<file path="src/hw/rtl/sm3_pkg.sv">
// ---------------------------------------------------------------------------
// SM3 package
// Shared types, constants and round functions for the SM3 hash engine.
// ---------------------------------------------------------------------------
package sm3_pkg;

  localparam logic [1:0] FUNC_ABSORB        = 2'd0;
  localparam logic [1:0] FUNC_ABSORB_FINISH = 2'd1;
  localparam logic [1:0] FUNC_FINISH        = 2'd2;

  localparam logic [31:0] T_LOW  = 32'h79CC4519;
  localparam logic [31:0] T_HIGH = 32'h7A879D8A;

  localparam logic [255:0] IV = {32'h7380166F, 32'h4914B2B9, 32'h172442D7, 32'hDA8A0600,
                                 32'hA96F30BC, 32'h163138AA, 32'hE38DEE4D, 32'hB0FB0E4E};

  typedef enum logic [3:0] {
    ST_IDLE,
    ST_LOAD,
    ST_ROUND,
    ST_FOLD,
    ST_PAD,
    ST_LEN,
    ST_EMIT
  } state_t;

  // controller -> datapath
  typedef struct packed {
    logic absorb;     // pack input byte
    logic load;       // load A..H and window from chain/block
    logic round;      // run one round
    logic fold;       // xor working regs into chain value
    logic pad;        // build padded final block in buffer
    logic len_block;  // build zero block with length only
    logic emit_shift; // advance digest output word
    logic clear;      // return to IV and empty buffer
  } cmd_t;

  // datapath -> controller
  typedef struct packed {
    logic block_full;
    logic two_blocks;
    logic last_byte;  // next absorbed byte completes the block
  } status_t;

  function automatic logic [31:0] rotl(input logic [31:0] x, input logic [4:0] n);
    logic [63:0] d;
    d = {x, x} << n;
    return d[63:32];
  endfunction

  function automatic logic [31:0] p0(input logic [31:0] x);
    return x ^ rotl(x, 5'd9) ^ rotl(x, 5'd17);
  endfunction

  function automatic logic [31:0] p1(input logic [31:0] x);
    return x ^ rotl(x, 5'd15) ^ rotl(x, 5'd23);
  endfunction

endpackage

</file>
<file path="src/hw/rtl/sm3_ctrl.sv">
// ---------------------------------------------------------------------------
// SM3 controller
// Sequences byte absorb, compression rounds, padding and digest output.
// ---------------------------------------------------------------------------
module sm3_ctrl (
  input  logic             clk,
  input  logic             rst,
  input  logic             in_valid,
  input  logic [1:0]       in_func,
  output logic             in_ready,
  input  logic             out_ready,
  output logic             out_valid,
  output logic [2:0]       out_index,
  input  sm3_pkg::status_t status,
  output sm3_pkg::cmd_t    cmd,
  output logic [5:0]       round_idx
);
  import sm3_pkg::*;

  state_t     state, state_next;
  logic [5:0] round_idx_q;
  logic [5:0] round_next;
  logic [2:0] emit_idx, emit_idx_next;
  logic       finishing, finishing_next;
  logic       second, second_next;
  logic       take;

  assign take      = in_valid && in_ready;
  assign round_idx = round_idx_q;

  always_ff @(posedge clk) begin
    if (rst) begin
      state       <= ST_IDLE;
      round_idx_q <= '0;
      emit_idx    <= '0;
      finishing   <= 1'b0;
      second      <= 1'b0;
    end else begin
      state       <= state_next;
      round_idx_q <= round_next;
      emit_idx    <= emit_idx_next;
      finishing   <= finishing_next;
      second      <= second_next;
    end
  end

  // next state
  always_comb begin
    state_next     = state;
    round_next     = round_idx_q;
    emit_idx_next  = emit_idx;
    finishing_next = finishing;
    second_next    = second;
    unique case (state)
      ST_IDLE: begin
        if (take) begin
          if (in_func == FUNC_ABSORB) begin
            if (status.last_byte) begin
              finishing_next = 1'b0;
              state_next     = ST_LOAD;
            end
          end else if (in_func == FUNC_ABSORB_FINISH) begin
            finishing_next = 1'b1;
            state_next     = status.last_byte ? ST_LOAD : ST_PAD;
          end else if (in_func == FUNC_FINISH) begin
            finishing_next = 1'b1;
            state_next     = ST_PAD;
          end
        end
      end
      ST_PAD: begin
        second_next = status.two_blocks;
        state_next  = ST_LOAD;
      end
      ST_LOAD: begin
        round_next = '0;
        state_next = ST_ROUND;
      end
      ST_ROUND: begin
        round_next = round_idx_q + 6'd1;
        if (round_idx_q == 6'd63) state_next = ST_FOLD;
      end
      ST_FOLD: begin
        if (!finishing) begin
          state_next = ST_IDLE;
        end else if (second) begin
          second_next = 1'b0;
          state_next  = ST_LEN;
        end else if (status.block_full) begin
          // full block from absorb-then-finish: pad next
          state_next = ST_PAD;
        end else begin
          emit_idx_next = '0;
          state_next    = ST_EMIT;
        end
      end
      ST_LEN:  state_next = ST_LOAD;
      ST_EMIT: begin
        if (out_ready) begin
          emit_idx_next = emit_idx + 3'd1;
          if (emit_idx == 3'd7) begin
            finishing_next = 1'b0;
            state_next     = ST_IDLE;
          end
        end
      end
      default: state_next = ST_IDLE;
    endcase
  end

  // outputs
  always_comb begin
    cmd       = '0;
    in_ready  = 1'b0;
    out_valid = 1'b0;
    out_index = emit_idx;
    unique case (state)
      ST_IDLE:  begin
        in_ready   = 1'b1;
        cmd.absorb = take && (in_func == FUNC_ABSORB || in_func == FUNC_ABSORB_FINISH);
      end
      ST_PAD:   cmd.pad = 1'b1;
      ST_LEN:   cmd.len_block = 1'b1;
      ST_LOAD:  cmd.load = 1'b1;
      ST_ROUND: cmd.round = 1'b1;
      ST_FOLD:  cmd.fold = 1'b1;
      ST_EMIT:  begin
        out_valid      = 1'b1;
        cmd.emit_shift = out_ready;
        cmd.clear      = out_ready && emit_idx == 3'd7;
      end
      default: ;
    endcase
  end

endmodule

</file>
<file path="src/hw/rtl/sm3_dpath.sv">
// ---------------------------------------------------------------------------
// SM3 datapath
// Block buffer, length counter, expansion window, round unit and chain value.
// ---------------------------------------------------------------------------
module sm3_dpath (
  input  logic              clk,
  input  logic              rst,
  input  sm3_pkg::cmd_t     cmd,
  input  logic [5:0]        round_idx,
  input  logic [7:0]        data_byte,
  output sm3_pkg::status_t  status,
  output logic [31:0]       digest_word
);
  import sm3_pkg::*;

  logic [511:0] blk;       // word 0 in the top bits
  logic [5:0]   fill;
  logic         full;      // block holds 64 bytes awaiting compression
  logic [63:0]  bit_len;
  logic [255:0] chain;
  logic [255:0] work;
  logic [511:0] win;       // W[j..j+15], W[j] in top bits
  logic [255:0] out_sr;

  logic [31:0] a, b, c, d, e, f, g, h, w0, w4, tj, a12, ss1, ss2, ffv, ggv, tt1, tt2;
  logic [31:0] wn;
  logic [511:0] padded;
  logic [8:0]  sh;

  assign {a, b, c, d, e, f, g, h} = work;
  assign w0 = win[511:480];
  assign w4 = win[383:352];

  always_comb begin
    tj  = (round_idx < 6'd16) ? T_LOW : T_HIGH;
    a12 = rotl(a, 5'd12);
    ss1 = rotl(a12 + e + rotl(tj, round_idx[4:0]), 5'd7);
    ss2 = ss1 ^ a12;
    if (round_idx < 6'd16) begin
      ffv = a ^ b ^ c;
      ggv = e ^ f ^ g;
    end else begin
      ffv = (a & b) | (a & c) | (b & c);
      ggv = (e & f) | (~e & g);
    end
    tt1 = ffv + d + ss2 + (w0 ^ w4);
    tt2 = ggv + h + ss1 + w0;
    // next expansion word W[j+16] from window
    wn = p1(win[511:480] ^ win[287:256] ^ rotl(win[95:64], 5'd15))
         ^ rotl(win[415:384], 5'd7) ^ win[191:160];
  end

  // padded block: keep bytes before fill, marker, zeros, length if room
  always_comb begin
    logic [511:0] keep;
    keep   = ~({512{1'b1}} >> {fill, 3'b000});
    sh     = 9'd504 - {fill, 3'b000};
    padded = (blk & keep) | ({504'd0, 8'h80} << sh);
    if (fill < 6'd56) padded[63:0] = bit_len;
  end

  assign status.block_full = full;
  assign status.two_blocks = (fill >= 6'd56);
  assign status.last_byte  = (fill == 6'd63);
  assign digest_word       = out_sr[255:224];

  always_ff @(posedge clk) begin
    if (rst) begin
      fill    <= '0;
      full    <= 1'b0;
      bit_len <= '0;
      chain   <= IV;
      blk     <= '0;
    end else begin
      if (cmd.absorb) begin
        blk     <= (blk & ~({504'd0, 8'hFF} << (9'd504 - {fill, 3'b000})))
                   | ({504'd0, data_byte} << (9'd504 - {fill, 3'b000}));
        fill    <= fill + 6'd1;
        full    <= (fill == 6'd63);
        bit_len <= bit_len + 64'd8;
      end
      if (cmd.pad) blk <= padded;
      if (cmd.len_block) blk <= {448'd0, bit_len};
      if (cmd.fold) begin
        chain <= chain ^ work;
        full  <= 1'b0;
      end
      if (cmd.clear) begin
        chain   <= IV;
        fill    <= '0;
        bit_len <= '0;
        blk     <= '0;
      end else if (cmd.fold) begin
        out_sr <= chain ^ work;
      end
      if (cmd.emit_shift) out_sr <= {out_sr[223:0], 32'd0};
      if (cmd.load) begin
        work <= chain;
        win  <= blk;
      end
      if (cmd.round) begin
        work <= {tt1, a, rotl(b, 5'd9), c, p0(tt2), e, rotl(f, 5'd19), g};
        win  <= {win[479:0], wn};
      end
    end
  end

endmodule

</file>
<file path="src/hw/rtl/sm3_hash_engine.sv">
// ---------------------------------------------------------------------------
// SM3 hash engine
// Byte-stream SM3 hashing with eight-word digest output per message.
// ---------------------------------------------------------------------------
// Absorb: one byte per cycle while idle; a full block then stalls input for
// compression (one load, 64 rounds on the single round unit, one fold).
// Finish: pad plus one or two compressions (two when the padded tail spills
// over or the finishing byte completes a block), then eight digest words,
// one per cycle when the sink is ready.
// Synchronous reset restores the IV and empties the block buffer.
module sm3_hash_engine (
  input  logic        clk,
  input  logic        rst,
  input  logic        s_axis_tvalid,
  output logic        s_axis_tready,
  input  logic [7:0]  s_axis_tdata,   // [7:0] data_byte
  input  logic [1:0]  s_axis_tuser,   // [1:0] func
  output logic        m_axis_tvalid,
  input  logic        m_axis_tready,
  output logic [39:0] m_axis_tdata,   // [31:0] digest_word, [34:32] word_index, zero fill
  output logic        m_axis_tlast
);
  import sm3_pkg::*;

  cmd_t       cmd;
  status_t    status;
  logic [5:0] round_idx;
  logic [2:0] word_index;
  logic [31:0] digest_word;

  sm3_ctrl u_ctrl (
    .clk       (clk),
    .rst       (rst),
    .in_valid  (s_axis_tvalid),
    .in_func   (s_axis_tuser),
    .in_ready  (s_axis_tready),
    .out_ready (m_axis_tready),
    .out_valid (m_axis_tvalid),
    .out_index (word_index),
    .status    (status),
    .cmd       (cmd),
    .round_idx (round_idx)
  );

  sm3_dpath u_dpath (
    .clk         (clk),
    .rst         (rst),
    .cmd         (cmd),
    .round_idx   (round_idx),
    .data_byte   (s_axis_tdata),
    .status      (status),
    .digest_word (digest_word)
  );

  assign m_axis_tdata = {5'd0, word_index, digest_word};
  assign m_axis_tlast = (word_index == 3'd7);

endmodule

</file>
<file path="config.mk">
export PLATFORM = sky130hd
export DESIGN_NAME = sm3_hash_engine
export DESIGN_NICKNAME = d
export VERILOG_FILES = /design/src/hw/rtl/sm3_pkg.sv /design/src/hw/rtl/sm3_ctrl.sv /design/src/hw/rtl/sm3_dpath.sv /design/src/hw/rtl/sm3_hash_engine.sv
export SDC_FILE = /design/constraint.sdc
export NUM_CORES = 2
export LEC_CHECK = 0
export ABC_CLOCK_PERIOD_IN_PS = 44100
export BUFFER_PORTS_ARGS = -buffer_cell sky130_fd_sc_hd__buf_4
export CAP_MARGIN = 30
export CORE_UTILIZATION = 40
export DETAILED_ROUTE_END_ITERATION = 10
export GPL_ROUTABILITY_DRIVEN = 0
export REMOVE_ABC_BUFFERS = 1
export SYNTH_ARGS = -nofsm -noshare
export SYNTH_HDL_FRONTEND = slang
export SYNTH_HIERARCHICAL = 1
export SYNTH_SLANG_ARGS = --single-unit
</file>
<file path="constraint.sdc">
create_clock -name clk -period 44.1 [get_ports clk]
set_input_delay 13.23 -clock clk [delete_from_list [all_inputs] [get_ports clk]]
set_output_delay 13.23 -clock clk [all_outputs]
set_load 0.02 [all_outputs]
</file>
-- Word-level counts from Yosys, hierarchy flattened
Index checks and enable logic that the tools add are counted.
- output and inout bits: 43
- logic and storage cells: 164
- flip-flop bits (word level): 1878
- bits of input ports: 14
- shifts and indexed selects: 5
- mux-type cells: 52
- bitwise operators: 31
- reduce and logical (&&, ||, !) cells: 24
- eq/ne operators: 21
- add/subtract/negate cells: 13
- magnitude comparators: 3
- operator list (kind ; number):
    $mux 512 ; 4
    $mux 256 ; 5
    $and 512x512->512 ; 2
    $not 512->512 ; 2
    $or 512x512->512 ; 2
    $shl 8x9->512 const A ; 2
    $shl 8x9->512 ; 1
    $shr 512x9->512 const A ; 1
    $xor 32x32->32 ; 14
    $add 32x32->32 ; 8
    $xor 256x256->256 ; 1
    $and 32x32->32 ; 5
    $mux 64 ; 2
    $or 32x32->32 ; 3
    $add 64x4->64 const B ; 1
    $mux 32 ; 2
    $shl 64x5->64 ; 1
    $mux 4 ; 10
    $not 32->32 ; 1
    $mux 26 ; 1
    $pmux 4 s6 ; 1
    $mux 1 ; 16
    $mux 3 ; 5
    $reduce_bool 2->1 ; 7
    33 further kinds ; 52

-- Depth between registers and ports, before layout
- depth after elaboration: 10
- gate-level depth with buffers: 42
- gate-level depth less buffers: 37

-- Hierarchy
Netlist, hierarchy kept.
- modules (own cells, without submodules) (module ; seq. area each (sq um) ; area each (sq um) ; cells an instance ; times used):
    sm3_dpath ; 47485.5 ; 91988.2 ; 8366 ; 1
    sm3_ctrl ; 280.3 ; 863.3 ; 102 ; 1
    sm3_hash_engine ; 0.0 ; 47.5 ; 7 ; 1

-- Least setup slack after synthesis
OpenSTA, ideal clock, no wires.
- path kind: input port to flip-flop
- start point: in rst
- end point: reg u_dpath.win[0] (enable)
- cell stages on the path: 1
- buffers on the path: 0
- slack: -2.486 ns
- required time: 42.181 ns
- arrival: 44.667 ns
- library setup time: 1.919 ns
- cell sequence: nor2_1
- cells in the longest elaborated chain, start to end: 2
- ends and longest elaborated chain (item ; line ; source):
    start: declaration ; sm3_hash_engine.sv:13 ; input logic rst,
    $not 1->1 (no line) ; - ;
    $reduce_and 2->1 (no line) ; - ;
    end signal: assignment ; sm3_dpath.sv:99 ; win <= blk;
    end signal: assignment ; sm3_dpath.sv:103 ; win <= {win[479:0], wn};
    end: declaration ; sm3_dpath.sv:22 ; logic [511:0] win;
Every way passes these cells.
A chain may end at the register's enable or synchronous reset.

==> flow_metrics.py <==
metrics = {
    "min_path": {
        "hold_class": "register to register",
    },
    "synthesis": {
        "synth_edf_count": 1024,
        "yosysTopAreaCellShare_pct": 33.10,
        "yosysTopAreaCell": "edfxtp_1",
        "synthSimpleGateAreaFrac_pct": 9.922,
        "syn-cell-area_sq_mm": 0.09290,
        "netlist_instances": 8475,
        "yosysMostFrequentCell": "edfxtp_1",
        "synth_warnings": 6,
        "synth_top_family_by_area": "compound AO/OA/AOI/OAI gates",
        "synthMuxAreaShare_pct": 10.02,
        "synth.avg_cell_area_sq_um": 10.96,
        "synth_compound_area_share_pct": 11.41,
        "async_flop_share_pct": 0,
        "synth-adder-area-share_pct": 5.533,
        "ys_seq_elements": 1874,
        "yosysSeqAreaShare_pct": 51.42,
        "synth_area_leaders": "edfxtp_1, dfxtp_1, mux2_2",
        "synth_cell_types": 96,
        "synth_ff_type": "edfxtp_1",
        "synthXorXnorAreaFrac_pct": 8.360,
        "ys_top_cells_by_count": "edfxtp_1, nor2_1, dfxtp_1",
    },
    "timing": {
        "clock_skew_ps": 38.77,
        "hold_viol_final": 0,
        "setup_viol": 0,
        "post-route-period-util_pct": 39.40,
        "max_slew_margin_pct": 13.95,
        "worst_slack_ps": 26730,
        "max_freq_ghz": 0.05756,
        "tightestPinTransition_ps": 1291,
        "fin_crit_ps": 17370,
        "finalMaxSlewViolations": 0,
        "rsz0062_at_grt": "no",
    },
    "clocking": {
        "post_cts_resize_count": 0,
        "cts_hold_buf": 0,
        "cts_tree": "yes",
        "htree_levels": 4,
        "cts_made_buffers": 195,
        "clk_latency_ps": 840,
        "cts_setup_buffers": 0,
        "clock_path_buffers": 3,
        "clk_pin_slew_ps": 70,
        "cts_sinks": 1874,
        "clockRootBuffer": "clkbuf_16",
    },
    "critical_path": {
        "critPathMaxFanout": 91,
        "r2r_slack_ps": 33000,
        "cp_slowest_stage_delay_ps": 910,
        "cpMostUsedCell": "buf_4",
        "critical_path_class": "input port to register",
        "arrival_ps": 18050,
        "worstPathRequired_ps": 44780,
        "critPathSlowestCell": "buf_4",
        "critPathLaunchType": "input port",
        "crit_path_cell_trace": "buf_4 > and4b_4 > and2_1 > or3_4 > buf_4 > buf_4 > buf_4 > nor2_1",
        "worstSetupEndpointType": "register",
    },
    "place": {
        "placed_cell_area_sq_mm": 0.09632,
        "portBuffers": 51,
        "place_ws_ps": 25900,
        "hpwl_um": 210400,
    },
    "drt": {
        "first_iter_violations": 7487,
        "wirelength_um": 299600,
        "num_vias": 66450,
        "drt_pass1_iterations": 9,
        "via_per_inst": 5.767,
        "drc_errors": 0,
        "wire_per_inst_um": 26.00,
        "antenna_left": 0,
    },
    "global_route": {
        "grt_pass1_vias": 63290,
        "grt_pass1_wl_um": 433100,
        "grt-ovfl-total": 0,
        "grt_usage_pct": 24.81,
        "grt_max_degree": 213,
        "antenna_found_initial": 14,
    },
    "floorplanning": {
        "die_h_um": 483.9,
        "row_count": 176,
        "dieWidth_um": 483.9,
        "initial_core_util_pct": 40.33,
        "core_sq_mm": 0.2303,
        "io_pins": 57,
        "die-area_sq_mm": 0.2342,
    },
    "final_layout": {
        "nets": 8631,
        "fin_util_pct": 44.82,
        "postLayoutCellArea_sq_mm": 0.1032,
        "drive_above_1_share_pct": 16.04,
        "filler_cell_count": 21270,
        "syn_to_final_growth_pct": 11.12,
    },
    "outcome": {
        "status": "finished, final reports clean",
    },
    "flow_run": {
        "cap_viol_max_count": 0,
    },
}
-- routing by layer --
metal	vias up	GRT usage, %	share of wire (%)
li1	29750	-	-
met1	33190	32.02	40
met2	2860	39.96	46
met3	649	4.550	7.7
met4	8	12.05	5.6
met5	-	0.02041	0.015
-- flip-flops by register name, indices dropped and copies added (netlist names), named ones only --
register and flops:
u_dpath/win 512, u_dpath/blk 511, u_dpath/chain 256, u_dpath/out_sr 256
u_dpath/work 256, u_dpath/bit_len 61, u_ctrl/round_idx 6, u_dpath/fill 6
u_ctrl/out_index 3, u_ctrl/state 3, u_ctrl/finishing 1, u_ctrl/second 1
u_dpath/full 1
-- logic make-up (layout without fill, tap and decap cells) --
logic type / after synthesis / after routing
adders and majority gates: 298 / 298
DFF: 1874 / 1874
muxes: 834 / 834
buffers and inverters: 782 / 795
other: 1 / 9
and+or+nand+nor: 2144 / 2144
AOI/OAI and AO/OA: 1675 / 1675
xor gates and xnor gates: 867 / 867
-- worst paths after layout --
check                                        start                            end  cells after the start
setup reg to reg  u_ctrl/round_idx[4]$_SDFFE_PP0P_    u_dpath/work[255]$_DFFE_PP_                     38
hold reg to reg      u_dpath/blk[167]$_SDFFE_PP0P_  u_dpath/blk[167]$_SDFFE_PP0P_                      2
setup / recovery                     m_axis_tready  u_dpath/blk[309]$_SDFFE_PP0P_                      8
hold / removal       u_dpath/blk[167]$_SDFFE_PP0P_  u_dpath/blk[167]$_SDFFE_PP0P_                      2
-- through the flow --
stage | TNS, ps | hold WS, ps | cells
global placement | 0 | 444.8 | 11120
CTS | 0 | 460.6 | 11510
global route | 0 | 486.0 | 11520
finish | 0 | 463.2 | 11520
floorplan | -1901770 | 429.5 | 7920
detailed placement | 0 | 451.6 | 11140
-- critical path: cells and delay by family --
family	cells	cell delay (ps)
simple gates	4	1890
buf+inv	4	2670
-- layout make-up --
cell class | instances | area [sq um] | share of cell area [%]
clock buffer | 270 | 5547 | 5.373
antenna | 4 | 10.01 | 0.009696
timing repair buffer | 202 | 1785 | 1.730
tap | 3026 | 3786 | 3.668
clock inverter | 100 | 1224 | 1.185
multi-input combinational | 5823 | 42250 | 40.92
sequential | 1874 | 47770 | 46.27
inverter | 223 | 865.8 | 0.8387
-- cell usage in the layout, fill, tap and decap left out, types with 41 or more instances in the layout --
master     netlist  routed
clkbuf_16        0     199
nor3_1          58      52
and3_1         144     144
nand3_1         58      58
nand2_1        684     684
dfxtp_1        850     849
mux2i_1         64      64
xor2_1         316     316
ha_1           110     110
a21o_1          49      49
mux2_2         769     769
nor2_1         983     956
buf_4           38     178
clkbuf_1       471      41
xnor2_1        538     538
fa_1           188     188
edfxtp_1      1024    1024
o21ai_0        510     510
inv_1          216     215
a222oi_1        65      65
a22oi_1        422     422
a21oi_1        364     364
Power is not shown: default switching activity piles up to over one toggle a cycle in this logic, so the estimate is an artifact.
